[src/sv/bsde_pkg.sv]
// ----------------------------------------------------------------------------
// bsde_pkg
// Shared types and constants of the bitmap shape draw engine: command codes,
// decoded operations, queue entry and back-end state encoding.
// ----------------------------------------------------------------------------
package bsde_pkg;

    localparam int FUNC_W     = 3;
    localparam int FIELD_W    = 6;
    localparam int ROW_BITS_W = 40;
    localparam int SQ_W       = 12;

    // command queue between front and back end (power of two depth)
    localparam int Q_DEPTH = 2;
    localparam int Q_IDX_W = 1;

    // input function codes
    localparam logic [FUNC_W-1:0] FUNC_FILL    = 3'd0;
    localparam logic [FUNC_W-1:0] FUNC_LINE    = 3'd1;
    localparam logic [FUNC_W-1:0] FUNC_TRI     = 3'd2;
    localparam logic [FUNC_W-1:0] FUNC_CIRCLE  = 3'd3;
    localparam logic [FUNC_W-1:0] FUNC_ERASE   = 3'd4;
    localparam logic [FUNC_W-1:0] FUNC_DISPLAY = 3'd5;

    // decoded operation carried through the queue
    typedef enum logic [2:0] {
        OP_FILL,
        OP_ERASE,
        OP_LINE_H,
        OP_LINE_V,
        OP_TRI,
        OP_CIRCLE,
        OP_DISPLAY
    } t_op;

    typedef struct packed {
        t_op                op;
        logic [FIELD_W-1:0] row;
        logic [FIELD_W-1:0] col;
        logic [FIELD_W-1:0] width;
        logic [FIELD_W-1:0] height;
        logic [FIELD_W-1:0] end_row;
        logic [FIELD_W-1:0] end_col;
        logic [FIELD_W-1:0] size;
        logic [FIELD_W-1:0] radius;
    } t_cmd;

    // head of the command queue as seen by the back end
    typedef struct packed {
        logic valid;
        t_cmd cmd;
    } t_queue_head;

    typedef enum logic [2:0] {
        ST_IDLE,
        ST_READ,
        ST_LOAD,
        ST_PIXEL,
        ST_WRITE,
        ST_EMIT
    } t_back_state;

endpackage

[src/sv/bsde_cmd_if.sv]
// ----------------------------------------------------------------------------
// bsde_cmd_if
// Drawing command channel: valid/ready handshake with the command fields.
// ----------------------------------------------------------------------------
interface bsde_cmd_if;
    logic       valid;
    logic       ready;
    logic [2:0] func;
    logic [5:0] row;
    logic [5:0] col;
    logic [5:0] width;
    logic [5:0] height;
    logic [5:0] end_row;
    logic [5:0] end_col;
    logic [5:0] size;
    logic [5:0] radius;

    modport source (
        output valid, func, row, col, width, height, end_row, end_col, size, radius,
        input  ready
    );
    modport sink (
        input  valid, func, row, col, width, height, end_row, end_col, size, radius,
        output ready
    );
endinterface

[src/sv/bsde_row_if.sv]
// ----------------------------------------------------------------------------
// bsde_row_if
// Canvas row output channel: valid/ready handshake with one row per transaction.
// ----------------------------------------------------------------------------
interface bsde_row_if;
    logic        valid;
    logic        ready;
    logic [5:0]  row_index;
    logic [39:0] row_bits;
    logic        last;

    modport source (
        output valid, row_index, row_bits, last,
        input  ready
    );
    modport sink (
        input  valid, row_index, row_bits, last,
        output ready
    );
endinterface

[src/sv/bsde_ram.sv]
// ----------------------------------------------------------------------------
// bsde_ram
// Generic single-write, single-read RAM with registered read data.
// ----------------------------------------------------------------------------
module bsde_ram #(
    parameter int WIDTH = 40,
    parameter int DEPTH = 20
) (
    input  logic                                  i_clk,
    input  logic                                  i_we,
    input  logic [((DEPTH > 1) ? $clog2(DEPTH) : 1)-1:0] i_waddr,
    input  logic [WIDTH-1:0]                      i_wdata,
    input  logic [((DEPTH > 1) ? $clog2(DEPTH) : 1)-1:0] i_raddr,
    output logic [WIDTH-1:0]                      o_rdata
);

    logic [WIDTH-1:0] r_mem [DEPTH];
    logic [WIDTH-1:0] r_rdata;

    // write port and registered read port
    always_ff @(posedge i_clk) begin
        if (i_we) begin
            r_mem[i_waddr] <= i_wdata;
        end
        r_rdata <= r_mem[i_raddr];
    end

    assign o_rdata = r_rdata;

endmodule

[src/sv/bsde_front.sv]
// ----------------------------------------------------------------------------
// bsde_front
// Command front end: accepts drawing commands, decodes them, drops those that
// draw nothing and queues the rest for the back end.
// ----------------------------------------------------------------------------
module bsde_front import bsde_pkg::*; (
    input  logic          i_clk,
    input  logic          i_rst_n,
    bsde_cmd_if.sink      i_cmd,
    output t_queue_head   o_head,
    input  logic          i_pop
);

    t_cmd               r_q [Q_DEPTH];
    logic [Q_IDX_W-1:0] r_wp;
    logic [Q_IDX_W-1:0] r_rp;
    logic [Q_IDX_W:0]   r_cnt;

    t_cmd w_cmd;
    logic w_keep;
    logic w_ready;
    logic w_accept;
    logic w_push;
    logic w_pop;

    // decode function code into an operation, flag commands with no effect
    always_comb begin
        w_cmd.op      = OP_FILL;
        w_cmd.row     = i_cmd.row;
        w_cmd.col     = i_cmd.col;
        w_cmd.width   = i_cmd.width;
        w_cmd.height  = i_cmd.height;
        w_cmd.end_row = i_cmd.end_row;
        w_cmd.end_col = i_cmd.end_col;
        w_cmd.size    = i_cmd.size;
        w_cmd.radius  = i_cmd.radius;
        w_keep        = 1'b0;
        unique case (i_cmd.func)
            FUNC_FILL: begin
                w_cmd.op = OP_FILL;
                w_keep   = (i_cmd.width != '0) && (i_cmd.height != '0);
            end
            FUNC_ERASE: begin
                w_cmd.op = OP_ERASE;
                w_keep   = (i_cmd.width != '0) && (i_cmd.height != '0);
            end
            FUNC_LINE: begin
                // horizontal wins when both ends share a row; diagonal draws nothing
                if (i_cmd.row == i_cmd.end_row) begin
                    w_cmd.op = OP_LINE_H;
                    w_keep   = (i_cmd.end_col >= i_cmd.col);
                end else if (i_cmd.col == i_cmd.end_col) begin
                    w_cmd.op = OP_LINE_V;
                    w_keep   = (i_cmd.end_row >= i_cmd.row);
                end else begin
                    w_keep   = 1'b0;
                end
            end
            FUNC_TRI: begin
                w_cmd.op = OP_TRI;
                w_keep   = (i_cmd.size != '0);
            end
            FUNC_CIRCLE: begin
                w_cmd.op = OP_CIRCLE;
                w_keep   = 1'b1;
            end
            FUNC_DISPLAY: begin
                w_cmd.op = OP_DISPLAY;
                w_keep   = 1'b1;
            end
            default: begin
                w_keep   = 1'b0;
            end
        endcase
    end

    // handshake and queue control
    assign w_ready     = (r_cnt != (Q_IDX_W + 1)'(Q_DEPTH));
    assign i_cmd.ready = w_ready;
    assign w_accept    = i_cmd.valid && w_ready;
    assign w_push      = w_accept && w_keep;
    assign w_pop       = i_pop && (r_cnt != '0);

    // queue storage
    always_ff @(posedge i_clk) begin
        if (w_push) begin
            r_q[r_wp] <= w_cmd;
        end
    end

    // queue pointers and fill count
    always_ff @(posedge i_clk) begin
        if (!i_rst_n) begin
            r_wp  <= '0;
            r_rp  <= '0;
            r_cnt <= '0;
        end else begin
            if (w_push) begin
                r_wp <= r_wp + 1'b1;
            end
            if (w_pop) begin
                r_rp <= r_rp + 1'b1;
            end
            unique case ({w_push, w_pop})
                2'b10:   r_cnt <= r_cnt + 1'b1;
                2'b01:   r_cnt <= r_cnt - 1'b1;
                default: r_cnt <= r_cnt;
            endcase
        end
    end

    assign o_head.valid = (r_cnt != '0);
    assign o_head.cmd   = r_q[r_rp];

endmodule

[src/sv/bsde_back.sv]
// ----------------------------------------------------------------------------
// bsde_back
// Command back end: sweeps the canvas row by row, one pixel per cycle,
// updating each row in a read-modify-write, or emits rows for display.
// ----------------------------------------------------------------------------
module bsde_back import bsde_pkg::*; #(
    parameter int CANVAS_ROWS = 20,
    parameter int CANVAS_COLS = 40
) (
    input  logic          i_clk,
    input  logic          i_rst_n,
    input  t_queue_head   i_head,
    output logic          o_pop,
    bsde_row_if.source    o_row
);

    localparam int ROW_W = (CANVAS_ROWS > 1) ? $clog2(CANVAS_ROWS) : 1;
    localparam int COL_W = (CANVAS_COLS > 1) ? $clog2(CANVAS_COLS) : 1;

    t_back_state             r_state;
    t_back_state             n_state;
    t_cmd                    r_cmd;
    logic [ROW_W-1:0]        r_row;
    logic [COL_W-1:0]        r_col;
    logic [CANVAS_COLS-1:0]  r_line;
    logic [CANVAS_ROWS-1:0]  r_valid;
    logic [SQ_W-1:0]         r_di_sq;
    logic [SQ_W-1:0]         r_rad_sq;
    logic                    r_out_valid;
    logic [FIELD_W-1:0]      r_out_index;
    logic [ROW_BITS_W-1:0]   r_out_bits;
    logic                    r_out_last;

    logic                    w_we;
    logic [CANVAS_COLS-1:0]  w_rdata;
    logic                    w_last_row;
    logic                    w_last_col;
    logic                    w_out_free;
    logic                    w_emit;
    logic                    w_hit;

    logic [FIELD_W:0]        w_ri;
    logic [FIELD_W:0]        w_cj;
    logic [FIELD_W:0]        w_row_x;
    logic [FIELD_W:0]        w_col_x;
    logic [FIELD_W-1:0]      w_di_abs;
    logic [FIELD_W-1:0]      w_dj_abs;
    logic [SQ_W-1:0]         w_di_ext;
    logic [SQ_W-1:0]         w_dj_ext;
    logic [SQ_W-1:0]         w_rad_ext;
    logic [SQ_W-1:0]         w_dj_sq;
    logic                    w_in_r;
    logic                    w_in_c;

    // canvas row storage
    bsde_ram #(
        .WIDTH (CANVAS_COLS),
        .DEPTH (CANVAS_ROWS)
    ) u_canvas (
        .i_clk   (i_clk),
        .i_we    (w_we),
        .i_waddr (r_row),
        .i_wdata (r_line),
        .i_raddr (r_row),
        .o_rdata (w_rdata)
    );

    assign w_last_row = (r_row == ROW_W'(CANVAS_ROWS - 1));
    assign w_last_col = (r_col == COL_W'(CANVAS_COLS - 1));
    assign w_out_free = !r_out_valid || o_row.ready;

    // next state
    always_comb begin
        n_state = r_state;
        unique case (r_state)
            ST_IDLE: begin
                if (i_head.valid) begin
                    n_state = ST_READ;
                end
            end
            ST_READ: begin
                n_state = ST_LOAD;
            end
            ST_LOAD: begin
                n_state = (r_cmd.op == OP_DISPLAY) ? ST_EMIT : ST_PIXEL;
            end
            ST_PIXEL: begin
                if (w_last_col) begin
                    n_state = ST_WRITE;
                end
            end
            ST_WRITE: begin
                n_state = w_last_row ? ST_IDLE : ST_READ;
            end
            ST_EMIT: begin
                if (w_out_free) begin
                    n_state = w_last_row ? ST_IDLE : ST_READ;
                end
            end
            default: begin
                n_state = ST_IDLE;
            end
        endcase
    end

    // state outputs
    always_comb begin
        o_pop  = (r_state == ST_IDLE) && i_head.valid;
        w_we   = (r_state == ST_WRITE);
        w_emit = (r_state == ST_EMIT) && w_out_free;
    end

    // pixel coordinates and distances for the current sweep position
    always_comb begin
        w_ri      = (FIELD_W + 1)'(r_row);
        w_cj      = (FIELD_W + 1)'(r_col);
        w_row_x   = {1'b0, r_cmd.row};
        w_col_x   = {1'b0, r_cmd.col};
        w_di_abs  = (w_ri >= w_row_x) ? FIELD_W'(w_ri - w_row_x) : FIELD_W'(w_row_x - w_ri);
        w_dj_abs  = (w_cj >= w_col_x) ? FIELD_W'(w_cj - w_col_x) : FIELD_W'(w_col_x - w_cj);
        w_di_ext  = SQ_W'(w_di_abs);
        w_dj_ext  = SQ_W'(w_dj_abs);
        w_rad_ext = SQ_W'(r_cmd.radius);
        w_dj_sq   = w_dj_ext * w_dj_ext;
        w_in_r    = (w_ri >= w_row_x) && (w_ri < (w_row_x + {1'b0, r_cmd.size}));
        w_in_c    = (w_cj >= w_col_x) && (w_cj < (w_col_x + {1'b0, r_cmd.size}));
    end

    // does the current pixel belong to the shape
    always_comb begin
        w_hit = 1'b0;
        unique case (r_cmd.op)
            OP_FILL, OP_ERASE: begin
                w_hit = (w_ri >= w_row_x) && (w_ri < (w_row_x + {1'b0, r_cmd.height}))
                     && (w_cj >= w_col_x) && (w_cj < (w_col_x + {1'b0, r_cmd.width}));
            end
            OP_LINE_H: begin
                w_hit = (w_ri == w_row_x) && (w_cj >= w_col_x)
                     && (w_cj <= {1'b0, r_cmd.end_col});
            end
            OP_LINE_V: begin
                w_hit = (w_cj == w_col_x) && (w_ri >= w_row_x)
                     && (w_ri <= {1'b0, r_cmd.end_row});
            end
            OP_TRI: begin
                // left leg, bottom leg, diagonal
                w_hit = ((w_cj == w_col_x) && w_in_r)
                     || ((w_ri == (w_row_x + {1'b0, r_cmd.size} - 1'b1)) && w_in_c)
                     || (w_in_r && ((w_ri + w_col_x) == (w_cj + w_row_x)));
            end
            OP_CIRCLE: begin
                w_hit = (({1'b0, r_di_sq} + {1'b0, w_dj_sq}) <= {1'b0, r_rad_sq});
            end
            default: begin
                w_hit = 1'b0;
            end
        endcase
    end

    // control registers
    always_ff @(posedge i_clk) begin
        if (!i_rst_n) begin
            r_state     <= ST_IDLE;
            r_valid     <= '0;
            r_out_valid <= 1'b0;
        end else begin
            r_state <= n_state;
            if (w_we) begin
                r_valid[r_row] <= 1'b1;
            end
            if (w_emit) begin
                r_out_valid <= 1'b1;
            end else if (o_row.ready) begin
                r_out_valid <= 1'b0;
            end
        end
    end

    // sweep datapath
    always_ff @(posedge i_clk) begin
        unique case (r_state)
            ST_IDLE: begin
                if (i_head.valid) begin
                    r_cmd    <= i_head.cmd;
                    r_row    <= '0;
                end
            end
            ST_READ: begin
                r_di_sq <= w_di_ext * w_di_ext;
            end
            ST_LOAD: begin
                r_line <= r_valid[r_row] ? w_rdata : '0;
                r_col  <= '0;
            end
            ST_PIXEL: begin
                if (w_hit) begin
                    r_line[r_col] <= (r_cmd.op != OP_ERASE);
                end
                r_col <= r_col + 1'b1;
            end
            ST_WRITE: begin
                r_row <= r_row + 1'b1;
            end
            ST_EMIT: begin
                if (w_out_free) begin
                    r_out_index <= FIELD_W'(r_row);
                    r_out_bits  <= ROW_BITS_W'(r_line);
                    r_out_last  <= w_last_row;
                    r_row       <= r_row + 1'b1;
                end
            end
            default: begin
                r_row <= r_row;
            end
        endcase
    end

    // radius squared, taken when a command is accepted and again at each row read
    always_ff @(posedge i_clk) begin
        if ((r_state == ST_IDLE) && i_head.valid) begin
            r_rad_sq <= SQ_W'(i_head.cmd.radius) * SQ_W'(i_head.cmd.radius);
        end else if (r_state == ST_READ) begin
            r_rad_sq <= w_rad_ext * w_rad_ext;
        end
    end

    assign o_row.valid     = r_out_valid;
    assign o_row.row_index = r_out_index;
    assign o_row.row_bits  = r_out_bits;
    assign o_row.last      = r_out_last;

endmodule

[src/sv/bitmap_shape_draw_engine_core.sv]
// ----------------------------------------------------------------------------
// bitmap_shape_draw_engine_core
// One-bit-per-pixel canvas taking fill, erase, line, triangle, circle and
// display commands through a queued front end and a row-sweeping back end.
// ----------------------------------------------------------------------------
// draw command: swept over all CANVAS_ROWS rows, one
//   pixel per cycle in a read-modify-write of each canvas row
// display: each row read, loaded and emitted in turn from the first row to the
//   last while the sink keeps up; two commands may queue ahead
// reset: canvas row flags cleared at once so the canvas reads blank, queue emptied
module bitmap_shape_draw_engine_core import bsde_pkg::*; #(
    parameter int CANVAS_ROWS = 20,
    parameter int CANVAS_COLS = 40
) (
    input  logic        i_clk,
    input  logic        i_rst_n,
    bsde_cmd_if.sink    i_cmd,
    bsde_row_if.source  o_row
);

    t_queue_head w_head;
    logic        w_pop;

    // decode and queue commands
    bsde_front u_front (
        .i_clk   (i_clk),
        .i_rst_n (i_rst_n),
        .i_cmd   (i_cmd),
        .o_head  (w_head),
        .i_pop   (w_pop)
    );

    // execute commands over the canvas
    bsde_back #(
        .CANVAS_ROWS (CANVAS_ROWS),
        .CANVAS_COLS (CANVAS_COLS)
    ) u_back (
        .i_clk   (i_clk),
        .i_rst_n (i_rst_n),
        .i_head  (w_head),
        .o_pop   (w_pop),
        .o_row   (o_row)
    );

endmodule

[src/flat_wrapper.sv]
// flat-port wrapper written by rule: the top's interface ports become plain ports
module bitmap_shape_draw_engine_core_flat import bsde_pkg::*;
#(
    parameter int CANVAS_ROWS = 20,
    parameter int CANVAS_COLS = 40
)
  (i_clk, i_rst_n, i_cmd_valid, i_cmd_func, i_cmd_row, i_cmd_col, i_cmd_width, i_cmd_height, i_cmd_end_row, i_cmd_end_col, i_cmd_size, i_cmd_radius, i_cmd_ready, o_row_valid, o_row_row_index, o_row_row_bits, o_row_last, o_row_ready);
  bsde_cmd_if i_cmd_i ();
  bsde_row_if o_row_i ();
  input  logic i_clk;
  input  logic i_rst_n;
  input wire logic [$bits(i_cmd_i.valid)-1:0] i_cmd_valid;
  input wire logic [$bits(i_cmd_i.func)-1:0] i_cmd_func;
  input wire logic [$bits(i_cmd_i.row)-1:0] i_cmd_row;
  input wire logic [$bits(i_cmd_i.col)-1:0] i_cmd_col;
  input wire logic [$bits(i_cmd_i.width)-1:0] i_cmd_width;
  input wire logic [$bits(i_cmd_i.height)-1:0] i_cmd_height;
  input wire logic [$bits(i_cmd_i.end_row)-1:0] i_cmd_end_row;
  input wire logic [$bits(i_cmd_i.end_col)-1:0] i_cmd_end_col;
  input wire logic [$bits(i_cmd_i.size)-1:0] i_cmd_size;
  input wire logic [$bits(i_cmd_i.radius)-1:0] i_cmd_radius;
  output wire logic [$bits(i_cmd_i.ready)-1:0] i_cmd_ready;
  output wire logic [$bits(o_row_i.valid)-1:0] o_row_valid;
  output wire logic [$bits(o_row_i.row_index)-1:0] o_row_row_index;
  output wire logic [$bits(o_row_i.row_bits)-1:0] o_row_row_bits;
  output wire logic [$bits(o_row_i.last)-1:0] o_row_last;
  input wire logic [$bits(o_row_i.ready)-1:0] o_row_ready;
  assign i_cmd_i.valid = i_cmd_valid;
  assign i_cmd_i.func = i_cmd_func;
  assign i_cmd_i.row = i_cmd_row;
  assign i_cmd_i.col = i_cmd_col;
  assign i_cmd_i.width = i_cmd_width;
  assign i_cmd_i.height = i_cmd_height;
  assign i_cmd_i.end_row = i_cmd_end_row;
  assign i_cmd_i.end_col = i_cmd_end_col;
  assign i_cmd_i.size = i_cmd_size;
  assign i_cmd_i.radius = i_cmd_radius;
  assign i_cmd_ready = i_cmd_i.ready;
  assign o_row_valid = o_row_i.valid;
  assign o_row_row_index = o_row_i.row_index;
  assign o_row_row_bits = o_row_i.row_bits;
  assign o_row_last = o_row_i.last;
  assign o_row_i.ready = o_row_ready;
  bitmap_shape_draw_engine_core #(.CANVAS_ROWS(CANVAS_ROWS), .CANVAS_COLS(CANVAS_COLS)) u_core (.i_clk(i_clk), .i_rst_n(i_rst_n), .i_cmd(i_cmd_i), .o_row(o_row_i));
endmodule
[config.mk]
export PLATFORM = sky130hd
export DESIGN_NAME = bitmap_shape_draw_engine_core_flat
export DESIGN_NICKNAME = d
export VERILOG_FILES = /design/src/sv/bsde_pkg.sv /design/src/sv/bsde_cmd_if.sv /design/src/sv/bsde_row_if.sv /design/src/sv/bsde_ram.sv /design/src/sv/bsde_front.sv /design/src/sv/bsde_back.sv /design/src/sv/bitmap_shape_draw_engine_core.sv /design/src/flat_wrapper.sv
export SDC_FILE = /design/constraint.sdc
export NUM_CORES = 1
export LEC_CHECK = 0
export BUFFER_PORTS_ARGS = -buffer_cell sky130_fd_sc_hd__buf_2
export CORE_MARGIN = 2
export CORE_UTILIZATION = 25
export DETAILED_ROUTE_END_ITERATION = 6
export GPL_TIMING_DRIVEN = 1
export SETUP_SLACK_MARGIN = 0.3
export SLEW_MARGIN = 20
export SYNTH_ARGS = -nofsm -noshare
export SYNTH_HDL_FRONTEND = slang
export SYNTH_SLANG_ARGS = --single-unit
[constraint.sdc]
create_clock -name i_clk -period 12.8 [get_ports i_clk]
set_clock_uncertainty 0.2 [all_clocks]
set_input_delay 0 -clock i_clk [delete_from_list [all_inputs] [get_ports i_clk]]
set_output_delay 0 -clock i_clk [all_outputs]
set_load 0.005 [all_outputs]
==> flow_summary.ini, run 1 <==
[clock_network]
cts_sinks = 1141
cts-hold-fix-buffers = 108
worstSkewPairLatency_ns = 0.76
htreeDepth = 3
cts_root_buf = clkbuf_16
cts_tree = yes
clk_pin_slew_ns = 0.06
cts_made_buffers = 113
cts.path.max_buffers = 3
cts_resized = 0
cts_setup_buffers = 0

[setup_path]
cp_max_fo = 40
crit_path_max_incr_delay_ns = 0.59
critPathRequiredTime_ns = 13.03
cpLargestDelayFamily = compound AO/OA/AOI/OAI gates
start_kind = flop
crit_type = flop to flop
cp.buffers_inverters = 7
cp_slowest_cell = edfxtp_1
cpMostUsedCell = inv_1
arrival_ns = 10.32
worstSetupEndpointType = flop

[logic_synthesis]
yosys_warnings = 0
ys_ff_latch = 1141
synth_top_area_share_pct = 65.0
netlist_area_sq_mm = 0.0496
synth.distinct_cells = 88
synth_edf_count = 1072
async_flop_share_pct = 0
yosys_most_used_dff = edfxtp_1
syn_area_per_cell_sq_um = 16.6
syn_nets = 3260
synth_top_cell_by_area = edfxtp_1
synth.yosys.seq_area_share_pct = 67.8
syn_inst = 2978
yosys-top-cells-area = edfxtp_1 (65%), mux4_2 (9.4%), ha_1 (4.5%), dfxtp_1 (2.8%), fa_1 (2.0%)

[global_route]
grt_pass1_vias = 27800
grt_max_degree = 98
grt_util_all_layers_pct = 11.9
antenna_found_initial = 0
grt_pass1_wl_mm = 182
grt-ovfl-total = 0

[run_status]
status = complete, no violations

[floorplan]
io_pins = 104
fp.dieArea_sq_mm = 0.202
start_util_pct = 25.1
core_sq_mm = 0.197
die_h_um = 449
die_w_um = 449
std_cell_rows = 163

[drt]
wirelength_mm = 122
drc_errors = 0
via_count = 26900
drt-initial-drc-count = 2556
vias_per_cell = 4.50
wl_per_cell_um = 20.5
first_pass_iters = 5
ant_nets = 0

[timing]
hold_violations = 0
fmax_mhz = 99.1
whs_ns = 0.0664
period_minus_slack_ns = 10.09
timing.final.crit_share_pct = 78.9
worstMarginPinSlew_ns = 1.01
slew_headroom_pct = 32.3
fin_setup_tns_ns = 0
drv_slew = 0
setup_viol = 0
rsz0062_at_grt = no

[placement]
portBuffers = 102
gp_congestion = 0.821
dp_hpwl_mm = 69.6

[layout]
syn_to_final_growth_pct = 17.5
nets = 3525
insertedDiodeCount = 0
fin_util_pct = 29.5
drive_above_1_share_pct = 19.4

[hold_path]
hold_class = input pin to flop

[run]
cap_violations = 0
==> layout make-up <==
| type | instances | area [sq um] |
|---|---|---|
| fill | 19500 | 139000 |
| sequential | 1141 | 33600 |
| multi-input combinational | 1549 | 15000 |
| tap | 2640 | 3300 |
| clock buffer | 160 | 3120 |
| timing repair buffer | 268 | 2040 |
| inverter | 170 | 641 |
| clock inverter | 52 | 488 |
==> flip-flops by register name, summed over array words and instances, names as in the netlist, 11 cells and up, named ones only <==
signal and flops:
u_core.u_back.o_row.row_bits 40, u_core.u_back.r_valid 20, u_core.u_front.r_q 102, u_core.u_back.r_cmd 51
u_core.u_back.r_di_sq 11, u_core.u_back.r_line 40, u_core.u_back.r_rad_sq 11, u_core.u_back.u_canvas.r_mem 800
u_core.u_back.u_canvas.o_rdata 40
==> path summary, 6_finish.rpt <==
path	cells past startpoint	startpoint	to	slack, ns
setup / recovery	37	u_core.u_back.r_col[0]	u_core.u_back.r_line[31]	2.71
hold / removal	3	i_cmd_func[2]	u_core.u_front.r_q[1][49]	0.07
setup reg to reg	37	u_core.u_back.r_col[0]	u_core.u_back.r_line[31]	2.71
hold reg to reg	1	u_core.u_back.r_valid[6]	u_core.u_back.r_valid[6]	0.26
==> Yosys cell counts, types with 40 or more instances <==
cell type and n:
edfxtp_1 1072, nand2_1 255, mux4_2 207, ha_1 177, inv_1 166, nor2_1 142, a21oi_1 110, dfxtp_1 69
clkbuf_1 65, xnor2_1 55, mux2i_1 53, fa_1 50, mux2_2 50, o21ai_0 41, a22o_1 40
==> metal layers <==
| layer | track usage [%] | part of all wire (%) | vias to the layer above |
|---|---|---|---|
| met4 | 3.54 | 2.4 | 0 |
| met5 | 0 | 0 | - |
| met2 | 20.6 | 50 | 746 |
| li1 | - | - | 12000 |
| met1 | 15.4 | 43 | 14000 |
| met3 | 1.58 | 5.0 | 174 |
==> cells in the final DEF, fill, tap and decap left out, types with 13 or more instances in the layout <==
cell and n:
dfxtp_1 68, fa_1 50, o21ai_0 41, clkbuf_1 35
ha_1 177, mux2_2 50, edfxtp_1 1072, nor2_1 124
buf_4 57, inv_1 165, nor3_2 13, o21a_1 31
buf_2 102, clkinv_2 19, a21o_1 26, nor2_4 17
mux4_2 207, nand2_1 254, xnor2_1 55, dlygate4sd3_1 108
xor2_1 25, o211ai_1 39, mux2i_1 53, clkinv_1 18
a22o_1 40, nand3_1 21, nand2b_1 14, o21bai_1 13
a21oi_1 110, nor3_1 13, nor2b_1 17, clkbuf_16 113
==> through the flow <==
stage / setup slack (ns) / instances / instance area [sq um]
4_1_cts: 2.72 / 5980 / 58200
3_5_place_dp: 2.76 / 5660 / 53500
5_1_grt: 2.15 / 5980 / 58200
2_1_floorplan: 4.07 / 2978 / 49600
3_3_place_gp: 2.75 / 5660 / 53500
6_report: 2.71 / 5980 / 58200
==> tightest hold or removal path: stages <==
cell	delay [ns]
dlygate4sd3_1	0.52
buf_2	0.15
o31a_1	0.19
==> cells by family (layout without fill, tap and decap cells) <==
logic type	Yosys count	after routing	synth area share [%]
flip-flops	1141	1141	67.8
multiplexers	311	311	11.6
XOR/XNOR	83	83	1.55
AND/OR/NAND/NOR	547	547	4.89
adder cells (fa/ha/maj)	227	227	6.49
other	1	1	0.00757
AO/OA/AOI/OAI	380	380	5.32
buffers and inverters	288	650	2.36
Power of run 1 is left out: the tool's default activity adds up to more than one toggle a clock period on the data nets, which glitch-free logic cannot reach.
==> run 2: changes to the inputs <==
--- a/config.mk
+++ b/config.mk
@@ -5,6 +5,7 @@
 export SDC_FILE = /design/constraint.sdc
 export NUM_CORES = 1
 export LEC_CHECK = 0
+export ABC_AREA = 1
 export BUFFER_PORTS_ARGS = -buffer_cell sky130_fd_sc_hd__buf_2
 export CORE_MARGIN = 2
 export CORE_UTILIZATION = 25
==> constraint.sdc (replaced) <==
create_clock -name i_clk -period 9.6 [get_ports i_clk]
set_clock_uncertainty 0.2 [all_clocks]
set_input_delay 0 -clock i_clk [delete_from_list [all_inputs] [get_ports i_clk]]
set_output_delay 0 -clock i_clk [all_outputs]
set_load 0.005 [all_outputs]
==> flow_summary.ini, run 2 <==
[global_route]
grt_max_degree = 184
grt_util_all_layers_pct = 12.5
grt-ovfl-total = 0
grt_pass1_vias = 31900
grt_pass1_wl_mm = 198
antenna_found_initial = 1

[drt]
wirelength_mm = 132
via_count = 32800
first_pass_iters = 5
wl_met1_mm = 56.6
vias_per_cell = 4.64
wl_met2_mm = 63.7
dr.max_layer_used = met5
dr_wl_met3_mm = 7.83
drc_errors = 0
ant_nets = 0
wl_per_cell_um = 18.7
drt-initial-drc-count = 2824

[layout]
largest_reg_flops = 800
syn_to_final_growth_pct = 17.2
regArea_sq_mm = 0.0336
drive_above_1_share_pct = 10.8
regMostFlops = u_core.u_back.u_canvas.r_mem
multiInputGateArea_sq_mm = 0.0149
final_cell_mix = edfxtp_1 (1072), nor2_1 (589), o21ai_0 (472), nand2_1 (392), inv_1 (290)
largest_registers = u_core.u_back.u_canvas.r_mem: 800 flops, u_core.u_front.r_q: 102 flops, u_core.u_back.r_cmd: 51 flops
nets = 4596
final_common_cell = edfxtp_1
fillCellCount = 20000

[timing]
slew_headroom_pct = 26.1
timing.final.crit_share_pct = 89.7
hold_violations = 0
setup_viol = 0
fmax_mhz = 116
rsz0062_at_grt = no
worstMarginPinSlew_ns = 1.10
fin_setup_tns_ns = 0
period_minus_slack_ns = 8.62
drv_slew = 0

[clock_network]
cts_made_buffers = 112
cts_sinks = 1141
htreeDepth = 3
cts.path.max_buffers = 3
cts_setup_buffers = 0
worstSkewPairLatency_ns = 0.76
cts_root_buf = clkbuf_16
clk_pin_slew_ns = 0.06
cts_tree = yes

[logic_synthesis]
synth.distinct_cells = 52
syn_area_per_cell_sq_um = 12.1
yosys_most_used_dff = edfxtp_1
yosys-top-cells-area = edfxtp_1 (64%), o21ai_0 (4.7%), nor2_1 (4.6%), ha_1 (4.4%), nand2_1 (2.9%)
synth.yosys.seq_area_share_pct = 66.9
ys_ff_latch = 1141
synth-simple-area-share_pct = 9.38
netlist_area_sq_mm = 0.0502
yosysMostFrequentCell = edfxtp_1
muxShareOfSynthArea_pct = 1.03
synth_top_cell_by_area = edfxtp_1
synth_edf_count = 1072
synthAdderAreaFrac_pct = 6.41
async_flop_share_pct = 0
synth_common_cells = edfxtp_1 (1072), nor2_1 (614), o21ai_0 (472), nand2_1 (392), inv_1 (294)
synthXorXnorAreaFrac_pct = 0.855
synth_top_family_by_area = compound AO/OA/AOI/OAI gates
yosys_warnings = 0
synth-compound-area-share_pct = 11.5
synth_top_area_share_pct = 64.2
syn_inst = 4137
syn_nets = 4419

[floorplan]
core_sq_mm = 0.200
io_pins = 104
std_cell_rows = 164
fp.dieArea_sq_mm = 0.204
start_util_pct = 25.1
die_w_um = 452
die_h_um = 452

[setup_path]
arrival_ns = 8.83
cpLargestDelayFamily = adder cells
start_kind = flop
crit_path_max_incr_delay_ns = 0.56
cp-startpoint = u_core.u_back.r_col[0]
cp_slowest_cell = edfxtp_1
cp.buffers_inverters = 8
cpMostUsedCell = inv_1
crit_type = flop to flop
r2r-start = u_core.u_back.r_col[0]
critPathRequiredTime_ns = 9.81
worstSetupEndpointType = flop
cp_max_fo = 40

[placement]
gp_congestion = 0.818
portBuffers = 102
dp_hpwl_mm = 75.6

[hold_path]
min_from = o_row_ready
hold_class = input pin to flop

[run]
cap_violations = 0

[run_status]
status = complete, no violations
## run 2: final cells by class
| cell class | instances | area share, % |
|---|---|---|
| clock buffers | 136 | 5.06 |
| repair buffers | 266 | 3.50 |
| well taps | 2656 | 5.65 |
| inverters | 299 | 1.93 |
| clock inverters | 74 | 1.42 |
| diodes | 1 | 0.00426 |
| multi-input cells | 2494 | 25.4 |
| flip-flops and latches | 1141 | 57.1 |
## run 2: worst register-to-register path, delay by kind of cell, from the launching register on
family / cells / cell delay (ns)
adders and majority gates: 8 / 3.46
and+or+nand+nor: 12 / 1.52
AOI/OAI and AO/OA: 8 / 1.28
buffers and inverters: 8 / 0.88
DFF: 1 / 0.56
xor gates and xnor gates: 2 / 0.46
## run 2: what timing repair did
| item | 4_1_cts | 5_1_grt |
|---|---|---|
| setup endpoints to repair | 0 | 8 |
| hold buffers | 109 | 0 |
| hold endpoints to repair | 155 | 0 |
| gates resized for setup | 0 | 1 |
## run 2: path summary, 6_finish.rpt
kind                                                  end  slack, ns  cells after the start
worst max-delay path              u_core.u_back.r_line[7]       0.98                     38
worst min-delay path            u_core.u_back.o_row.valid       0.15                      5
worst max register to register    u_core.u_back.r_line[7]       0.98                     38
worst min register to register                       flop       0.25                      1
## run 2: per-layer routing
layer | GRT usage, % | vias to the layer above
li1 | - | 15300
met1 | 16.6 | 16300
met2 | 21.2 | 1003
met3 | 1.60 | 225
met4 | 4.11 | 2
met5 | 0 | -
## run 2: cell families after synthesis
| group | after synthesis |
|---|---|
| XOR/XNOR | 49 |
| AND/OR/NAND/NOR | 1175 |
| buffers and inverters | 502 |
| AO/OA/AOI/OAI | 996 |
| multiplexers | 46 |
| other | 1 |
| flip-flops | 1141 |
| adder cells (fa/ha/maj) | 227 |
## run 2: stage by stage
step	worst slack, ns	hold WS [ns]	instance area (sq um)	instances	utilization [%]
CTS	0.897	0.0815	58800	7065	29.4
global placement	1.01	-0.00865	53900	6746	27.0
detailed placement	0.834	-0.00575	53900	6746	27.0
global route	0.436	0.163	58800	7066	29.5
floorplan	2.21	-0.101	50200	4137	-
finish	0.984	0.154	58800	7067	29.5
Power of run 2 is left out for the same reason.
==> run 3: changes to the inputs <==
--- a/config.mk
+++ b/config.mk
@@ -7,7 +7,7 @@
 export LEC_CHECK = 0
 export ABC_AREA = 1
 export BUFFER_PORTS_ARGS = -buffer_cell sky130_fd_sc_hd__buf_2
-export CORE_MARGIN = 2
+export CORE_MARGIN = 1.5
 export CORE_UTILIZATION = 25
 export DETAILED_ROUTE_END_ITERATION = 6
 export GPL_TIMING_DRIVEN = 1
==> flow_summary.ini, run 3 (synthesis results as in run 2) <==
[layout]
nets = 4601
fillCellCount = 20100
fin_util_pct = 29.4
largest_registers = u_core.u_back.u_canvas.r_mem: 800 flops, u_core.u_front.r_q: 102 flops, u_core.u_back.r_cmd: 51 flops
final_common_cell = edfxtp_1
drive_above_1_share_pct = 10.7
largest_reg_flops = 800
final_cell_mix = edfxtp_1 (1072), nor2_1 (589), o21ai_0 (472), nand2_1 (392), inv_1 (290)
fin_area_sq_mm = 0.0587
stdcell_count = 7074
syn_to_final_growth_pct = 17.0
regMostFlops = u_core.u_back.u_canvas.r_mem

[drt]
first_pass_iters = 5
wl_per_cell_um = 18.8
via_count = 32800
drt-initial-drc-count = 3114
drc_errors = 0
ant_nets = 0
vias_per_cell = 4.64
wirelength_mm = 133

[timing]
worstMarginPinSlew_ns = 1.12
period_minus_slack_ns = 8.67
rsz0062_at_grt = no
drv_slew = 0
fin_setup_tns_ns = 0
slew_headroom_pct = 25.0
setup_viol = 0
fmax_mhz = 115
hold_violations = 0
timing.final.crit_share_pct = 90.3

[floorplan]
io_pins = 104
core_sq_mm = 0.200
std_cell_rows = 164
start_util_pct = 25.1
die_h_um = 451
fp.dieArea_sq_mm = 0.203
die_w_um = 451

[hold_path]
hold_path_depth = 5
min_from = o_row_ready
hold_class = input pin to flop
min_to = u_core.u_back.o_row.valid

[setup_path]
critPathRequiredTime_ns = 9.81
cp.buffers_inverters = 8
cp_max_fo = 40
crit_type = flop to flop
start_kind = flop
cpLargestDelayFamily = adder cells
cp_slowest_cell = fa_1
worstSetupEndpointType = flop
cpMostUsedCell = inv_1
arrival_ns = 8.88
rrSetupSlack_ns = 0.93
reg2reg_depth = 38
crit_path_max_incr_delay_ns = 0.53
r2r-start = u_core.u_back.r_col[0]
r2r-end = u_core.u_back.r_line[6]

[run]
cap_violations = 0

[clock_network]
htreeDepth = 3
cts_sinks = 1141
cts_made_buffers = 110
cts.path.max_buffers = 3
cts_root_buf = clkbuf_16
clk_pin_slew_ns = 0.07
cts_tree = yes
cts_setup_buffers = 0
worstSkewPairLatency_ns = 0.75

[global_route]
antenna_found_initial = 1
met3_usage_pct = 1.65
grtUsageMet2_pct = 21.8
grt_pass1_wl_mm = 201
grt_util_all_layers_pct = 12.8
use_met1_pct = 16.7
grt-ovfl-total = 0
grt_pass1_vias = 32200
grt_max_degree = 223
grt_most_used_layer = met2

[placement]
place_area_sq_mm = 0.0539
portBuffers = 102
dp.cells = 6752
dp_hpwl_mm = 75.5
gp_congestion = 0.850

[run_status]
status = complete, no violations
[run 3: cell types whose count changed in the layout (fill, tap and decap cells not counted), sizes merged]
cell / before / now
buf: 157 / 162
bufinv: 11 / 6
clkbuf: 136 / 151
clkinv: 50 / 42
clkinvlp: 11 / 5
diode: 1 / 2
dlygate4sd3: 109 / 111
inv: 301 / 304
[run 3: worst min-delay path, stage by stage]
cell,delay [ns]
dlygate4sd3_1,0.52
buf_2,0.11
nor2_1,0.11
inv_1,0.10
a21oi_1,0.12
[run 3: how the worst max path moves through the flow]
stage,from,to,slack [ns],depth (start not counted)
after floorplan,u_core.u_back.r_col[0],u_core.u_back.r_line[0],2.21,39
after global placement,u_core.u_back.r_col[0],u_core.u_back.r_line[26],1.01,40
after detailed placement,u_core.u_back.r_col[0],u_core.u_back.r_line[17],0.89,38
after CTS,u_core.u_back.r_col[0],u_core.u_back.r_line[6],0.90,38
after global routing,u_core.u_back.r_col[0],u_core.u_back.r_line[6],0.32,38
final,u_core.u_back.r_col[0],u_core.u_back.r_line[6],0.93,38
[run 3: cell type report]
class	instances	area [sq um]	share of cell area (%)
sequential	1141	33600	57.2
timing repair buffer	273	2120	3.61
antenna	2	5.00	0.00853
clock buffer	151	3080	5.25
multi-input combinational	2494	14900	25.3
clock inverter	58	573	0.976
inverter	299	1130	1.93
tap	2656	3320	5.66
[run 3: through the flow]
stage          hold slack, ns  setup slack, ns
5_1_grt                0.0989            0.317
2_1_floorplan          -0.101             2.21
3_3_place_gp          -0.0103             1.01
3_5_place_dp         -0.00438            0.886
6_report               0.0945            0.935
4_1_cts                0.0545            0.896
[run 3: routing by layer]
layer / vias up / routed length, um
li1: 15300 / -
met3: 197 / 7810
met1: 16400 / 56600
met4: 0 / 3650
met2: 1025 / 65100
met5: - / 0
[run 3: repair_timing]
action / in CTS / in global routing
endpoints found under the hold margin: 169 / 0
resized for setup: 0 / 0
hold buffers: 111 / 0
setup endpoints to repair: 0 / 0
Power of run 3 is left out for the same reason.
